**src/rtl/mclp_pkg.sv**
```systemverilog
// Package for the MIDI clock master looper: shared types, codes and constants.
// Used by every file of the block but mclp_if.sv; depends on nothing.
package mclp_pkg;

    localparam int MEASURE_TICKS_DEF = 96;
    localparam int QUEUE_DEPTH       = 2;

    localparam int POS_W    = 32;
    localparam int TIME_W   = 16;
    localparam int LOOP_W   = 17;
    localparam int SPP_W    = 14;
    localparam int CFG_W    = 17;

    localparam logic [TIME_W-1:0] PERIOD_RESET = 16'd5000;

    // Divide by six as a multiply by reciprocal, exact for 17-bit inputs
    localparam logic [15:0] SPP_RECIP = 16'd43691;
    localparam int          SPP_SHIFT = 18;

    typedef enum logic [1:0] {
        ACT_TIME  = 2'd0,
        ACT_CLOCK = 2'd1,
        ACT_START = 2'd2
    } t_action;

    typedef enum logic [1:0] {
        MSG_CLOCK    = 2'd0,
        MSG_STOP     = 2'd1,
        MSG_SONGPOS  = 2'd2,
        MSG_CONTINUE = 2'd3
    } t_msg;

    typedef enum logic [1:0] {
        CFG_MASTER     = 2'd0,
        CFG_PERIOD     = 2'd1,
        CFG_LOOP_START = 2'd2,
        CFG_LOOP_END   = 2'd3
    } t_cfg_idx;

    typedef struct packed {
        logic                 we;
        t_cfg_idx             idx;
        logic [CFG_W-1:0]     data;
    } t_cfg_wr;

    typedef struct packed {
        logic                 jump;
        logic [SPP_W-1:0]     spp;
    } t_cmd;

    typedef struct packed {
        logic                 push;
        t_cmd                 cmd;
    } t_q_wr;

    typedef struct packed {
        logic                 valid;
        t_cmd                 cmd;
    } t_q_rd;

endpackage

```
**src/rtl/mclp_if.sv**
```systemverilog
// Handshake interfaces for the looper's input and message channels.
// Depends on nothing.
interface mclp_in_if;
    logic        valid;
    logic        ready;
    logic [1:0]  action;
    logic [15:0] now_time;

    modport source (output valid, output action, output now_time, input ready);
    modport sink   (input valid, input action, input now_time, output ready);
endinterface

interface mclp_out_if;
    logic        valid;
    logic        ready;
    logic [1:0]  msg_kind;
    logic [13:0] song_position;
    logic        last;

    modport source (output valid, output msg_kind, output song_position, output last,
                    input ready);
    modport sink   (input valid, input msg_kind, input song_position, input last,
                    output ready);
endinterface

```
**src/rtl/mclp_front.sv**
```systemverilog
// Front end: configuration registers, position and clock timing state, loop decision.
// Depends on mclp_pkg and mclp_in_if; feeds the command queue.
module mclp_front
    import mclp_pkg::*;
#(
    parameter int MEASURE_TICKS = MEASURE_TICKS_DEF
) (
    input  logic          i_clk,
    input  logic          i_rst_n,
    input  t_cfg_wr       i_cfg,
    mclp_in_if.sink       i_item,
    input  logic          i_q_full,
    output t_q_wr         o_q
);

    localparam int PHASE_W  = (MEASURE_TICKS > 1) ? $clog2(MEASURE_TICKS) : 1;
    localparam int RECIP_K  = 28;
    localparam int RECIP_W  = RECIP_K + 1;
    localparam int PROD_W   = RECIP_W + LOOP_W;
    localparam logic [RECIP_W-1:0] RECIP =
        RECIP_W'(((64'd1 << RECIP_K) + 64'(MEASURE_TICKS) - 64'd1) / 64'(MEASURE_TICKS));
    localparam logic [PHASE_W-1:0] LAST_PHASE = PHASE_W'(MEASURE_TICKS - 1);
    localparam logic [LOOP_W-1:0]  TICKS_L    = LOOP_W'(MEASURE_TICKS);
    localparam int SPP_PROD_W = LOOP_W + 16;

    logic                 r_master;
    logic [TIME_W-1:0]    r_period;
    logic [LOOP_W-1:0]    r_loop_start;
    logic [LOOP_W-1:0]    r_loop_end;
    logic [POS_W-1:0]     r_position;
    logic [PHASE_W-1:0]   r_phase;
    logic [TIME_W-1:0]    r_last_time;
    logic [1:0]           r_busy;
    logic [LOOP_W-1:0]    r_ls_q;
    logic [SPP_W-1:0]     r_ls_spp;
    logic [PHASE_W-1:0]   r_ls_phase;

    logic                 accept;
    logic                 tick;
    logic                 jump;
    logic                 boundary;
    logic                 window_out;
    logic [TIME_W-1:0]    elapsed;
    logic [POS_W:0]       pos_inc;
    logic [POS_W-1:0]     p1;
    logic [PHASE_W-1:0]   phase_inc;
    logic [PROD_W-1:0]    ls_prod;
    logic [SPP_PROD_W-1:0] spp_prod;
    logic [SPP_PROD_W-SPP_SHIFT-1:0] spp_q;
    logic [LOOP_W-1:0]    ls_rem;

    assign accept    = i_item.valid && i_item.ready;
    assign elapsed   = i_item.now_time - r_last_time;
    assign tick      = (i_item.action == ACT_TIME) && r_master && (elapsed >= r_period);
    assign pos_inc   = {1'b0, r_position} + {{POS_W{1'b0}}, 1'b1};
    assign p1        = pos_inc[POS_W-1:0];
    assign phase_inc = (pos_inc[POS_W] || r_phase == LAST_PHASE) ? '0 : r_phase + 1'b1;
    assign boundary  = (phase_inc == '0);
    assign window_out = (r_loop_end != '0)
                     && ((p1 >= POS_W'(r_loop_end)) || (p1 < POS_W'(r_loop_start)));
    assign jump      = boundary && window_out;

    assign ls_prod   = PROD_W'(r_loop_start) * PROD_W'(RECIP);
    assign spp_prod  = SPP_PROD_W'(r_loop_start) * SPP_PROD_W'(SPP_RECIP);
    assign spp_q     = spp_prod[SPP_PROD_W-1:SPP_SHIFT];
    assign ls_rem    = r_loop_start - LOOP_W'(r_ls_q * TICKS_L);

    assign i_item.ready = !i_q_full && (r_busy == 2'd0);

    assign o_q.push     = accept && tick;
    assign o_q.cmd.jump = jump;
    assign o_q.cmd.spp  = r_ls_spp;

    always_ff @(posedge i_clk) begin
        r_ls_q     <= ls_prod[RECIP_K+LOOP_W-1:RECIP_K];
        r_ls_spp   <= (spp_q > (SPP_PROD_W-SPP_SHIFT)'({SPP_W{1'b1}}))
                      ? {SPP_W{1'b1}} : spp_q[SPP_W-1:0];
        r_ls_phase <= ls_rem[PHASE_W-1:0];
    end

    always_ff @(posedge i_clk) begin
        if (!i_rst_n) begin
            r_master     <= 1'b0;
            r_period     <= PERIOD_RESET;
            r_loop_start <= '0;
            r_loop_end   <= '0;
            r_position   <= '0;
            r_phase      <= '0;
            r_last_time  <= '0;
            r_busy       <= 2'd2;
        end else begin
            if (i_cfg.we) begin
                case (i_cfg.idx)
                    CFG_MASTER:     r_master     <= i_cfg.data[0];
                    CFG_PERIOD:     r_period     <= i_cfg.data[TIME_W-1:0];
                    CFG_LOOP_START: r_loop_start <= i_cfg.data[LOOP_W-1:0];
                    CFG_LOOP_END:   r_loop_end   <= i_cfg.data[LOOP_W-1:0];
                    default: ;
                endcase
            end
            if (i_cfg.we && i_cfg.idx == CFG_LOOP_START) begin
                r_busy <= 2'd2;
            end else if (r_busy != 2'd0) begin
                r_busy <= r_busy - 2'd1;
            end
            if (accept) begin
                case (i_item.action)
                    ACT_CLOCK: begin
                        if (!r_master) begin
                            r_position <= p1;
                            r_phase    <= phase_inc;
                        end
                    end
                    ACT_START: begin
                        r_position <= '0;
                        r_phase    <= '0;
                    end
                    ACT_TIME: begin
                        if (tick) begin
                            r_last_time <= i_item.now_time;
                            if (jump) begin
                                r_position <= POS_W'(r_loop_start);
                                r_phase    <= r_ls_phase;
                            end else begin
                                r_position <= p1;
                                r_phase    <= phase_inc;
                            end
                        end
                    end
                    default: ;
                endcase
            end
        end
    end

endmodule

```
**src/rtl/mclp_queue.sv**
```systemverilog
// Short command queue between the looper's front and back ends.
// Depends on mclp_pkg.
module mclp_queue
    import mclp_pkg::*;
(
    input  logic   i_clk,
    input  logic   i_rst_n,
    input  t_q_wr  i_wr,
    input  logic   i_pop,
    output t_q_rd  o_rd,
    output logic   o_full
);

    localparam int AW = (QUEUE_DEPTH > 1) ? $clog2(QUEUE_DEPTH) : 1;

    t_cmd           r_mem [QUEUE_DEPTH];
    logic [AW-1:0]  r_wptr;
    logic [AW-1:0]  r_rptr;
    logic [AW:0]    r_count;
    logic           do_pop;

    assign o_full     = (r_count == (AW+1)'(QUEUE_DEPTH));
    assign o_rd.valid = (r_count != '0);
    assign o_rd.cmd   = r_mem[r_rptr];
    assign do_pop     = i_pop && o_rd.valid;

    always_ff @(posedge i_clk) begin
        if (i_wr.push) begin
            r_mem[r_wptr] <= i_wr.cmd;
        end
    end

    always_ff @(posedge i_clk) begin
        if (!i_rst_n) begin
            r_wptr  <= '0;
            r_rptr  <= '0;
            r_count <= '0;
        end else begin
            if (i_wr.push) begin
                r_wptr <= (r_wptr == AW'(QUEUE_DEPTH-1)) ? '0 : r_wptr + 1'b1;
            end
            if (do_pop) begin
                r_rptr <= (r_rptr == AW'(QUEUE_DEPTH-1)) ? '0 : r_rptr + 1'b1;
            end
            case ({i_wr.push, do_pop})
                2'b10:   r_count <= r_count + 1'b1;
                2'b01:   r_count <= r_count - 1'b1;
                default: r_count <= r_count;
            endcase
        end
    end

endmodule

```
**src/rtl/mclp_back.sv**
```systemverilog
// Back end: turns queued commands into MIDI messages through an output register.
// Depends on mclp_pkg and mclp_out_if.
module mclp_back
    import mclp_pkg::*;
(
    input  logic        i_clk,
    input  logic        i_rst_n,
    input  t_q_rd       i_q,
    output logic        o_pop,
    mclp_out_if.source  o_msg
);

    typedef enum logic [1:0] {
        ST_NEW,
        ST_SPP,
        ST_CONT,
        ST_CLK
    } t_state;

    t_state            r_state;
    logic              r_valid;
    t_msg              r_kind;
    logic [SPP_W-1:0]  r_spp;
    logic              r_last;
    logic              load;
    logic              emit_clock;

    assign load       = i_q.valid && (!r_valid || o_msg.ready);
    assign emit_clock = (r_state == ST_CLK) || (r_state == ST_NEW && !i_q.cmd.jump);
    assign o_pop      = load && emit_clock;

    assign o_msg.valid         = r_valid;
    assign o_msg.msg_kind      = r_kind;
    assign o_msg.song_position = r_spp;
    assign o_msg.last          = r_last;

    always_ff @(posedge i_clk) begin
        if (!i_rst_n) begin
            r_state <= ST_NEW;
            r_valid <= 1'b0;
            r_kind  <= MSG_CLOCK;
            r_spp   <= '0;
            r_last  <= 1'b0;
        end else begin
            if (load) begin
                r_valid <= 1'b1;
                r_spp   <= '0;
                r_last  <= 1'b0;
                case (r_state)
                    ST_NEW: begin
                        if (i_q.cmd.jump) begin
                            r_kind  <= MSG_STOP;
                            r_state <= ST_SPP;
                        end else begin
                            r_kind  <= MSG_CLOCK;
                            r_last  <= 1'b1;
                        end
                    end
                    ST_SPP: begin
                        r_kind  <= MSG_SONGPOS;
                        r_spp   <= i_q.cmd.spp;
                        r_state <= ST_CONT;
                    end
                    ST_CONT: begin
                        r_kind  <= MSG_CONTINUE;
                        r_state <= ST_CLK;
                    end
                    ST_CLK: begin
                        r_kind  <= MSG_CLOCK;
                        r_last  <= 1'b1;
                        r_state <= ST_NEW;
                    end
                    default: r_state <= ST_NEW;
                endcase
            end else if (o_msg.ready) begin
                r_valid <= 1'b0;
            end
        end
    end

endmodule

```
**src/rtl/midi_clock_master_looper_core.sv**
```systemverilog
// Top level of the MIDI clock master looper: front end, command queue, back end.
// Depends on mclp_pkg, mclp_in_if, mclp_out_if, mclp_front, mclp_queue, mclp_back.
//
// The block takes one input transaction per cycle unless the queue is full or it is held off;
// a clock tick yields one message, a tick that restarts the loop yields four (stop, song
// position, continue, clock), sent by the output sequencer at one message per cycle while the
// output is ready, from a two-entry queue. After reset and after every loop_start write the
// input is held off while the loop start is reduced to its measure phase and song position.
module midi_clock_master_looper_core
    import mclp_pkg::*;
#(
    parameter int MEASURE_TICKS = MEASURE_TICKS_DEF
) (
    input  logic              i_clk,
    input  logic              i_rst_n,
    input  logic              i_cfg_we,
    input  logic [1:0]        i_cfg_idx,
    input  logic [CFG_W-1:0]  i_cfg_data,
    mclp_in_if.sink           i_item,
    mclp_out_if.source        o_msg
);

    t_cfg_wr  cfg;
    t_q_wr    q_wr;
    t_q_rd    q_rd;
    logic     q_full;
    logic     q_pop;

    assign cfg.we   = i_cfg_we;
    assign cfg.idx  = t_cfg_idx'(i_cfg_idx);
    assign cfg.data = i_cfg_data;

    mclp_front #(
        .MEASURE_TICKS (MEASURE_TICKS)
    ) u_front (
        .i_clk    (i_clk),
        .i_rst_n  (i_rst_n),
        .i_cfg    (cfg),
        .i_item   (i_item),
        .i_q_full (q_full),
        .o_q      (q_wr)
    );

    mclp_queue u_queue (
        .i_clk   (i_clk),
        .i_rst_n (i_rst_n),
        .i_wr    (q_wr),
        .i_pop   (q_pop),
        .o_rd    (q_rd),
        .o_full  (q_full)
    );

    mclp_back u_back (
        .i_clk   (i_clk),
        .i_rst_n (i_rst_n),
        .i_q     (q_rd),
        .o_pop   (q_pop),
        .o_msg   (o_msg)
    );

    a_last_on_clock: assert property (@(posedge i_clk) disable iff (!i_rst_n)
        o_msg.valid |-> ((o_msg.msg_kind == MSG_CLOCK) == o_msg.last))
        else $error("last flag does not match clock message");

    a_no_overflow: assert property (@(posedge i_clk) disable iff (!i_rst_n)
        q_wr.push |-> !q_full)
        else $error("command queue overflow");

    a_stop_then_spp: assert property (@(posedge i_clk) disable iff (!i_rst_n)
        (o_msg.valid && o_msg.ready && o_msg.msg_kind == MSG_STOP)
        |=> (o_msg.valid && o_msg.msg_kind == MSG_SONGPOS))
        else $error("stop not followed by song position");

endmodule
```
**src/flat_wrapper.sv**
```systemverilog
// flat-port wrapper written by rule: the top's interface ports become plain ports
module midi_clock_master_looper_core_flat import mclp_pkg::*;
#(
    parameter int MEASURE_TICKS = MEASURE_TICKS_DEF
)
  (i_clk, i_rst_n, i_cfg_we, i_cfg_idx, i_cfg_data, i_item_valid, i_item_action, i_item_now_time, i_item_ready, o_msg_valid, o_msg_msg_kind, o_msg_song_position, o_msg_last, o_msg_ready);
  mclp_in_if i_item_i ();
  mclp_out_if o_msg_i ();
  input  logic i_clk;
  input  logic i_rst_n;
  input  logic i_cfg_we;
  input  logic [1:0] i_cfg_idx;
  input  logic [CFG_W-1:0] i_cfg_data;
  input wire logic [$bits(i_item_i.valid)-1:0] i_item_valid;
  input wire logic [$bits(i_item_i.action)-1:0] i_item_action;
  input wire logic [$bits(i_item_i.now_time)-1:0] i_item_now_time;
  output wire logic [$bits(i_item_i.ready)-1:0] i_item_ready;
  output wire logic [$bits(o_msg_i.valid)-1:0] o_msg_valid;
  output wire logic [$bits(o_msg_i.msg_kind)-1:0] o_msg_msg_kind;
  output wire logic [$bits(o_msg_i.song_position)-1:0] o_msg_song_position;
  output wire logic [$bits(o_msg_i.last)-1:0] o_msg_last;
  input wire logic [$bits(o_msg_i.ready)-1:0] o_msg_ready;
  assign i_item_i.valid = i_item_valid;
  assign i_item_i.action = i_item_action;
  assign i_item_i.now_time = i_item_now_time;
  assign i_item_ready = i_item_i.ready;
  assign o_msg_valid = o_msg_i.valid;
  assign o_msg_msg_kind = o_msg_i.msg_kind;
  assign o_msg_song_position = o_msg_i.song_position;
  assign o_msg_last = o_msg_i.last;
  assign o_msg_i.ready = o_msg_ready;
  midi_clock_master_looper_core #(.MEASURE_TICKS(MEASURE_TICKS)) u_core (.i_clk(i_clk), .i_rst_n(i_rst_n), .i_cfg_we(i_cfg_we), .i_cfg_idx(i_cfg_idx), .i_cfg_data(i_cfg_data), .i_item(i_item_i), .o_msg(o_msg_i));
endmodule
```
**config.mk**
```make
export PLATFORM = sky130hd
export DESIGN_NAME = midi_clock_master_looper_core_flat
export DESIGN_NICKNAME = d
export VERILOG_FILES = /design/src/rtl/mclp_pkg.sv /design/src/rtl/mclp_if.sv /design/src/rtl/mclp_front.sv /design/src/rtl/mclp_queue.sv /design/src/rtl/mclp_back.sv /design/src/rtl/midi_clock_master_looper_core.sv /design/src/flat_wrapper.sv
export SDC_FILE = /design/constraint.sdc
export NUM_CORES = 1
export LEC_CHECK = 0
export BUFFER_PORTS_ARGS = -buffer_cell sky130_fd_sc_hd__buf_2
export CAP_MARGIN = 20
export CORE_MARGIN = 2
export CORE_UTILIZATION = 40
export DETAILED_ROUTE_END_ITERATION = 6
export HOLD_SLACK_MARGIN = 0.1
export RECOVER_POWER = 100
export SLEW_MARGIN = 20
export SYNTH_ARGS = -nofsm -noshare
export SYNTH_HDL_FRONTEND = slang
export SYNTH_SLANG_ARGS = --single-unit
```
**constraint.sdc**
```tcl
create_clock -name i_clk -period 7 [get_ports i_clk]
set_input_delay 1.4 -clock i_clk [delete_from_list [all_inputs] [get_ports i_clk]]
set_output_delay 1.4 -clock i_clk [all_outputs]
set_load 0.02 [all_outputs]
```
# Word-level counts from Yosys, hierarchy flattened
# Memories as Yosys holds them, arrays and structs flattened. A register that Yosys moved wholly into a read port is not among the register bits.
# Cells that the tools add are included.
[totals]
regBits = 164
ram_bits = 30
in_bits = 42
mem_count = 1
[mem_list]
columns = ["memory", "depth", "word_bits", "read_ports", "rd_ports_with_merged_regs", "write_ports", "line", "text"]
rows = [
  ["u_core.u_queue.r_mem", 2, 15, 1, 1, 1, "mclp_queue.sv:16", "t_cmd r_mem [QUEUE_DEPTH];"],
]
[classes]
addsub = 9
mul = 3
n_lt_le_gt_ge = 4
n_eq_ne = 15
muxes = 25
bitwise_logic = 1
reduce_logical = 38
[ops]
columns = ["cell", "count"]
rows = [
  ["32-bit 2-to-1 mux", 3],
  ["32-bit case mux with 3 select lines", 1],
  ["17-bit by 22-bit multiplier with 39-bit output, second input constant", 1],
  ["32-bit by 1-bit adder with 33-bit output, second input constant", 1],
  ["17-bit by 16-bit multiplier with 33-bit output, second input constant", 1],
  ["32-bit by 17-bit >= comparator with 1-bit output", 1],
  ["32-bit by 17-bit less-than comparator with 1-bit output", 1],
  ["7-bit 2-to-1 mux", 4],
  ["7-bit case mux with 3 select lines", 1],
  ["17-bit nonzero test", 1],
  ["16-bit >= comparator", 1],
  ["2-bit case mux with 4 select lines", 2],
  ["16-bit subtractor", 1],
  ["15-bit by 14-bit greater-than comparator with 1-bit output, second input constant", 1],
  ["2-bit == test, second input constant", 7],
  ["14-bit 2-to-1 mux", 1],
  ["1-bit logical AND", 12],
  ["11-bit by 2-bit multiplier with 2-bit output, second input constant", 1],
  ["1-bit 2-to-1 mux", 10],
  ["2-bit AND reduction", 5],
  ["2-bit by 1-bit == test with 1-bit output, second input constant", 4],
  ["2-bit zero test", 4],
  ["2-bit nonzero test", 4],
  ["7-bit by 1-bit adder with 7-bit output, second input constant", 1],
  ["17 further kinds", 26],
]

# Logic depth before layout (Yosys ltp)
[depth]
ltp_word = 8
depth_mapped = 28
ltp_nobuf = 26

# Cells and area by module
# A second synthesis with hierarchy kept.
[hier_totals]
hier_cells = 1970
area_unflattened_um2 = 18104.9
[by_module_without_submodules]
columns = ["mod", "n_inst", "cells_each", "area_per_inst_um2", "seq_area_each_um2"]
rows = [
  ["mclp_front", 1, 1799, 15897.7, 2622.5],
  ["mclp_queue", 1, 70, 1306.3, 1001.0],
  ["mclp_back", 1, 101, 900.9, 400.4],
]

# Least setup slack after synthesis
# OpenSTA, ideal clock, no wires.
[synth_path]
path_kind = "input -> register"
startpoint = "input i_item_now_time[0]"
endpoint = "memory u_core.u_queue.r_mem[0][0] (netlist bit) (enable)"
arrival_ns = 5.926
t_required_ns = 6.614
setup_slack_ns = 0.688
path_stages = 25
path_buffers = 2
cell_sequence = "inv_1 -> ha_1 -> inv_1 -> fa_1 -> a21o_1 -> a21oi_1 -> o21ai_0 -> a21o_1 -> a21oi_1 -> o211ai_1 -> a31o_2 -> a21oi_1 -> xnor2_1 -> ha_1 -> nand3_1 -> nor2_1 -> o211ai_1 -> nor3_1 -> o311ai_0 -> nand2_1 -> and2_1 -> clkbuf_1 -> clkbuf_1 -> inv_1 -> nor2_1"
[synth_via]
elab_chain_len = 6
[synth_rtl]
columns = ["item", "line", "text"]
rows = [
  ["start: declaration", "flat_wrapper.sv:16", "input wire logic [$bits(i_item_i.now_time)-1:0] i_item_now_time;"],
  ["16-bit subtractor", "mclp_front.sv:53", "assign elapsed = i_item.now_time - r_last_time;"],
  ["16-bit >= comparator", "mclp_front.sv:54", "assign tick = (i_item.action == ACT_TIME) && r_master && (elapsed >= r_period);"],
  ["1-bit logical AND", "mclp_front.sv:54", ""],
  ["1-bit logical AND", "mclp_front.sv:70", "assign o_q.push = accept && tick;"],
  ["1-bit 2-to-1 mux", "mclp_queue.sv:28", "if (i_wr.push) begin"],
  ["1-bit 2-to-1 mux (not written as such)", "mclp_queue.sv:29", "r_mem[r_wptr] <= i_wr.cmd;"],
  ["end: declaration", "mclp_queue.sv:16", ""],
]
# Every way passes these cells.

# Worst setup path after layout
[layout_path]
startpoint = "register u_core.u_front.r_loop_start[10]"
endpoint = "register u_core.u_front.r_ls_spp[11]"
[layout_via]
elab_chain_len = 2
[layout_rtl]
columns = ["item", "line", "text"]
rows = [
  ["start: declaration", "mclp_front.sv:28", "logic [LOOP_W-1:0] r_loop_start;"],
  ["start signal: assignment", "mclp_front.sv:96", "CFG_LOOP_START: r_loop_start <= i_cfg.data[LOOP_W-1:0];"],
  ["17-bit by 16-bit multiplier with 33-bit output (*)", "mclp_front.sv:64", "assign spp_prod = SPP_PROD_W'(r_loop_start) * SPP_PROD_W'(SPP_RECIP);"],
  ["15-bit by 14-bit greater-than comparator with 1-bit output", "mclp_front.sv:76", "r_ls_spp <= (spp_q > (SPP_PROD_W-SPP_SHIFT)'({SPP_W{1'b1}}))"],
  ["end signal: assignment", "mclp_front.sv:76", ""],
  ["end: declaration", "mclp_front.sv:35", "logic [SPP_W-1:0] r_ls_spp;"],
]
# Mark *: on every way between the ends. The rest lies on a longest branch, timed or not.
# A chain may end at the register's enable or synchronous reset.

==> impl_metrics.tcl <==
set metrics [dict create \
    status "finished with violations" \
    violations "max-capacitance violations, max-slew violations" \
    synth-main-ff-cell "dfxtp_1" \
    post-place-ws_ns 0.612 \
    crit_fanout 8 \
    final.min_clock_period_ns 6.42 \
    die_area_um2 46600 \
    criticalPathCategory "flip-flop to flip-flop" \
    hold_violations 0 \
    die_w_um 216 \
    syn2layout_area_growth_pct 8.26 \
    netlist_top_cells_count "inv_1, ha_1, fa_1" \
    setup_viol_count_final 0 \
    n_antenna_cell 0 \
    finish.utilization 0.439 \
    reg2reg_to "u_core.u_front.r_ls_spp[11]" \
    synth_area_um2 17900 \
    die_h_um 216 \
    cts_sinks 186 \
    endpoint_kind "flip-flop" \
    antenna_left 0 \
    tightest_slew_ns 4.39 \
    drv_slew 94 \
    hold_path_class "flip-flop to flip-flop" \
    clock_path_buffers 2 \
    cts_setup_buffers 0 \
    hold_start "u_core.u_front.r_ls_spp[5]" \
    r2r_setup_slack_ns 0.58 \
    drive_above_1_share 0.0463 \
    rsz0062_at_grt "false" \
    grt_overflow 0 \
    vias 13609 \
    syn_avg_cell_area_um2 9.07 \
    p_leak_nw 9.34 \
    fmax_mhz 156 \
    synthCells 1977 \
    wl_um 44600 \
    r2r_start "u_core.u_front.r_loop_start[10]" \
    yosysWarnings 0 \
    grt_max_degree 94 \
    synthDistinctLibCells 69 \
    cp-start-kind "flip-flop" \
    cp.arrival_ns 6.79 \
    path_clk_slew_ns 0.07 \
    cts_hold_buf 0 \
    hpwl_um 36000 \
    synth-edff-count 30 \
    io_pins 61 \
    peakVddDrop_mv 0.176 \
    fin_skew_ns 0.0129 \
    start_util 0.406 \
    nNetsFinal 2517 \
    grt_pass1_wl_um 73100 \
    core-area_um2 44200 \
    drtPass1Iterations 5 \
    yosysMostFrequentCell "inv_1" \
    fin_area_um2 19400 \
    synth_top_area_frac 0.200 \
    ys_ff_latch 186 \
    grt_pass1_vias 14031 \
    cts_inserted_buffers 17 \
    dp_cells 2590 \
    num_rows 77 \
    h-tree-depth 4 \
    clock_latency_ns 0.45 \
    wl_per_cell_um 17.0 \
    syn_nets 2477 \
    port_buffers 60 \
    holdPathStages 0 \
    async_reset_ff_frac 0 \
    yosys.area.top_type "ha_1" \
    drv_cap 1 \
    cts_tree "built" \
    ff2ff_path_depth 20 \
    cts-resized-gates 0 \
    drc 0 \
    placed_area_um2 18900 \
    grt.total_usage 0.197 \
    cp-startpoint "u_core.u_front.r_loop_start[10]" \
    fin_cells 2622 \
    fillerInstances 4312 \
    cts_root_buf "clkbuf_16" \
    gp_congestion 0.896 \
    tns_ns 0 \
    ys_seq_area_frac 0.224 \
    timing.final.crit_share 0.916 \
    antenna_found_initial 0 \
    synth_area_leaders "ha_1, fa_1, dfxtp_1, inv_1, edfxtp_1" \
    p_per_area_nw_per_um2 158 \
    holdPathEnd "u_core.u_queue.r_mem[0][5]" \
    vias_per_cell 5.19 \
    slew_headroom -1.93 \
    crit_required_ns 7.37 \
    timing.final.ws_setup_ns 0.585 \
    drt_iter0_markers 932 \
]
## kinds of logic (layout without fill, tap and decap cells)
| group | after synthesis | in the layout | synth area share |
|---|---|---|---|
| and+or+nand+nor | 440 | 440 | 0.118 |
| adders and majority gates | 458 | 458 | 0.391 |
| muxes | 33 | 33 | 0.0185 |
| DFF | 186 | 186 | 0.224 |
| AOI/OAI and AO/OA | 345 | 345 | 0.118 |
| buffers and inverters | 440 | 493 | 0.0934 |
| xor gates and xnor gates | 75 | 75 | 0.0366 |
## critical path, cell delays in order, from the launching register on
cell      delay [ns]
dfxtp_1         0.64
ha_1            0.45
ha_1            0.35
inv_1           0.05
fa_1            0.50
inv_1           0.04
ha_1            0.31
fa_1            0.55
inv_1           0.06
fa_1            0.53
inv_1           0.04
ha_1            0.29
a211o_1         0.26
a21oi_1         0.26
nand3_1         0.14
o211ai_1        0.27
a21oi_1         0.15
o31ai_1         0.52
a21oi_1         0.18
or4b_2          0.62
nand4_1         0.12
## final cells by class
class / instances / area, um^2 / area share
Clock buffer: 18 / 450 / 0.0232
Multi-Input combinational cell: 1351 / 12200 / 0.630
Sequential cell: 186 / 4020 / 0.207
Clock inverter: 14 / 146 / 0.00754
Inverter: 378 / 1420 / 0.0731
Timing Repair Buffer: 83 / 403 / 0.0207
Tap cell: 592 / 741 / 0.0381
## how the worst max path moves through the flow
stage	endpoint	slack (ns)	cells after the start
final	u_core.u_front.r_ls_spp[11]	0.58	20
after global placement	u_core.u_front.r_ls_spp[11]	0.75	20
after detailed placement	u_core.u_front.r_ls_spp[11]	0.61	20
after global routing	u_core.u_front.r_ls_spp[11]	0.22	20
after floorplan	u_core.u_queue.r_mem[0][0]	0.69	25
after CTS	u_core.u_front.r_ls_spp[11]	0.57	20
## power by group
part	total [W]	internal [W]	leakage [nW]	switching, W
clock network	0.000991	0.000528	0.299	0.000464
logic	0.000888	0.000360	7.50	0.000528
registers	0.00119	0.00114	1.54	0.0000470
## layout by cell type, fill, tap and decap left out, types with 30 or more instances in the layout
| master | count |
|---|---|
| ha_1 | 287 |
| buf_2 | 39 |
| mux2i_1 | 32 |
| fa_1 | 171 |
| edfxtp_1 | 30 |
| dfxtp_1 | 156 |
| xnor2_1 | 47 |
| nand3_1 | 38 |
| inv_1 | 377 |
| nor3_1 | 30 |
| clkbuf_1 | 32 |
| nor2_1 | 102 |
| o21ai_0 | 51 |
| nand2_1 | 150 |
| a21oi_1 | 151 |
## metal layers
layer / share of wire / global-route usage / up-vias
met3: 0.044 / 0.0228 / 42
li1: - / - / 6655
met2: 0.47 / 0.327 / 294
met4: 0.019 / 0.0538 / 0
met1: 0.47 / 0.271 / 6618
met5: 0 / 0 / -
## flip-flops by register name, indices dropped and copies added, names as in the netlist, 2 cells and up, named ones only
register / cells
u_core.u_queue.r_mem: 30
u_core.u_back.o_msg.song_position: 14
u_core.u_front.r_position: 32
u_core.u_queue.r_count: 2
u_core.u_front.r_busy: 2
u_core.u_front.r_phase: 7
u_core.u_front.r_ls_q: 2
u_core.u_front.r_period: 16
u_core.u_front.r_last_time: 16
u_core.u_back.r_state: 2
u_core.u_front.r_loop_end: 17
u_core.u_front.r_ls_phase: 7
u_core.u_front.r_loop_start: 17
u_core.u_front.r_ls_spp: 14
u_core.u_back.o_msg.msg_kind: 2
## stage by stage
stage	hold slack, ns	total power (W)
final	0.425	0.00307
after global placement	0.407	0.00208
after floorplan	0.404	0.00185
after CTS	0.428	0.00310
after global routing	0.434	0.00327
after detailed placement	0.411	0.00210
Note: power is estimated with default switching activity, not from simulation.
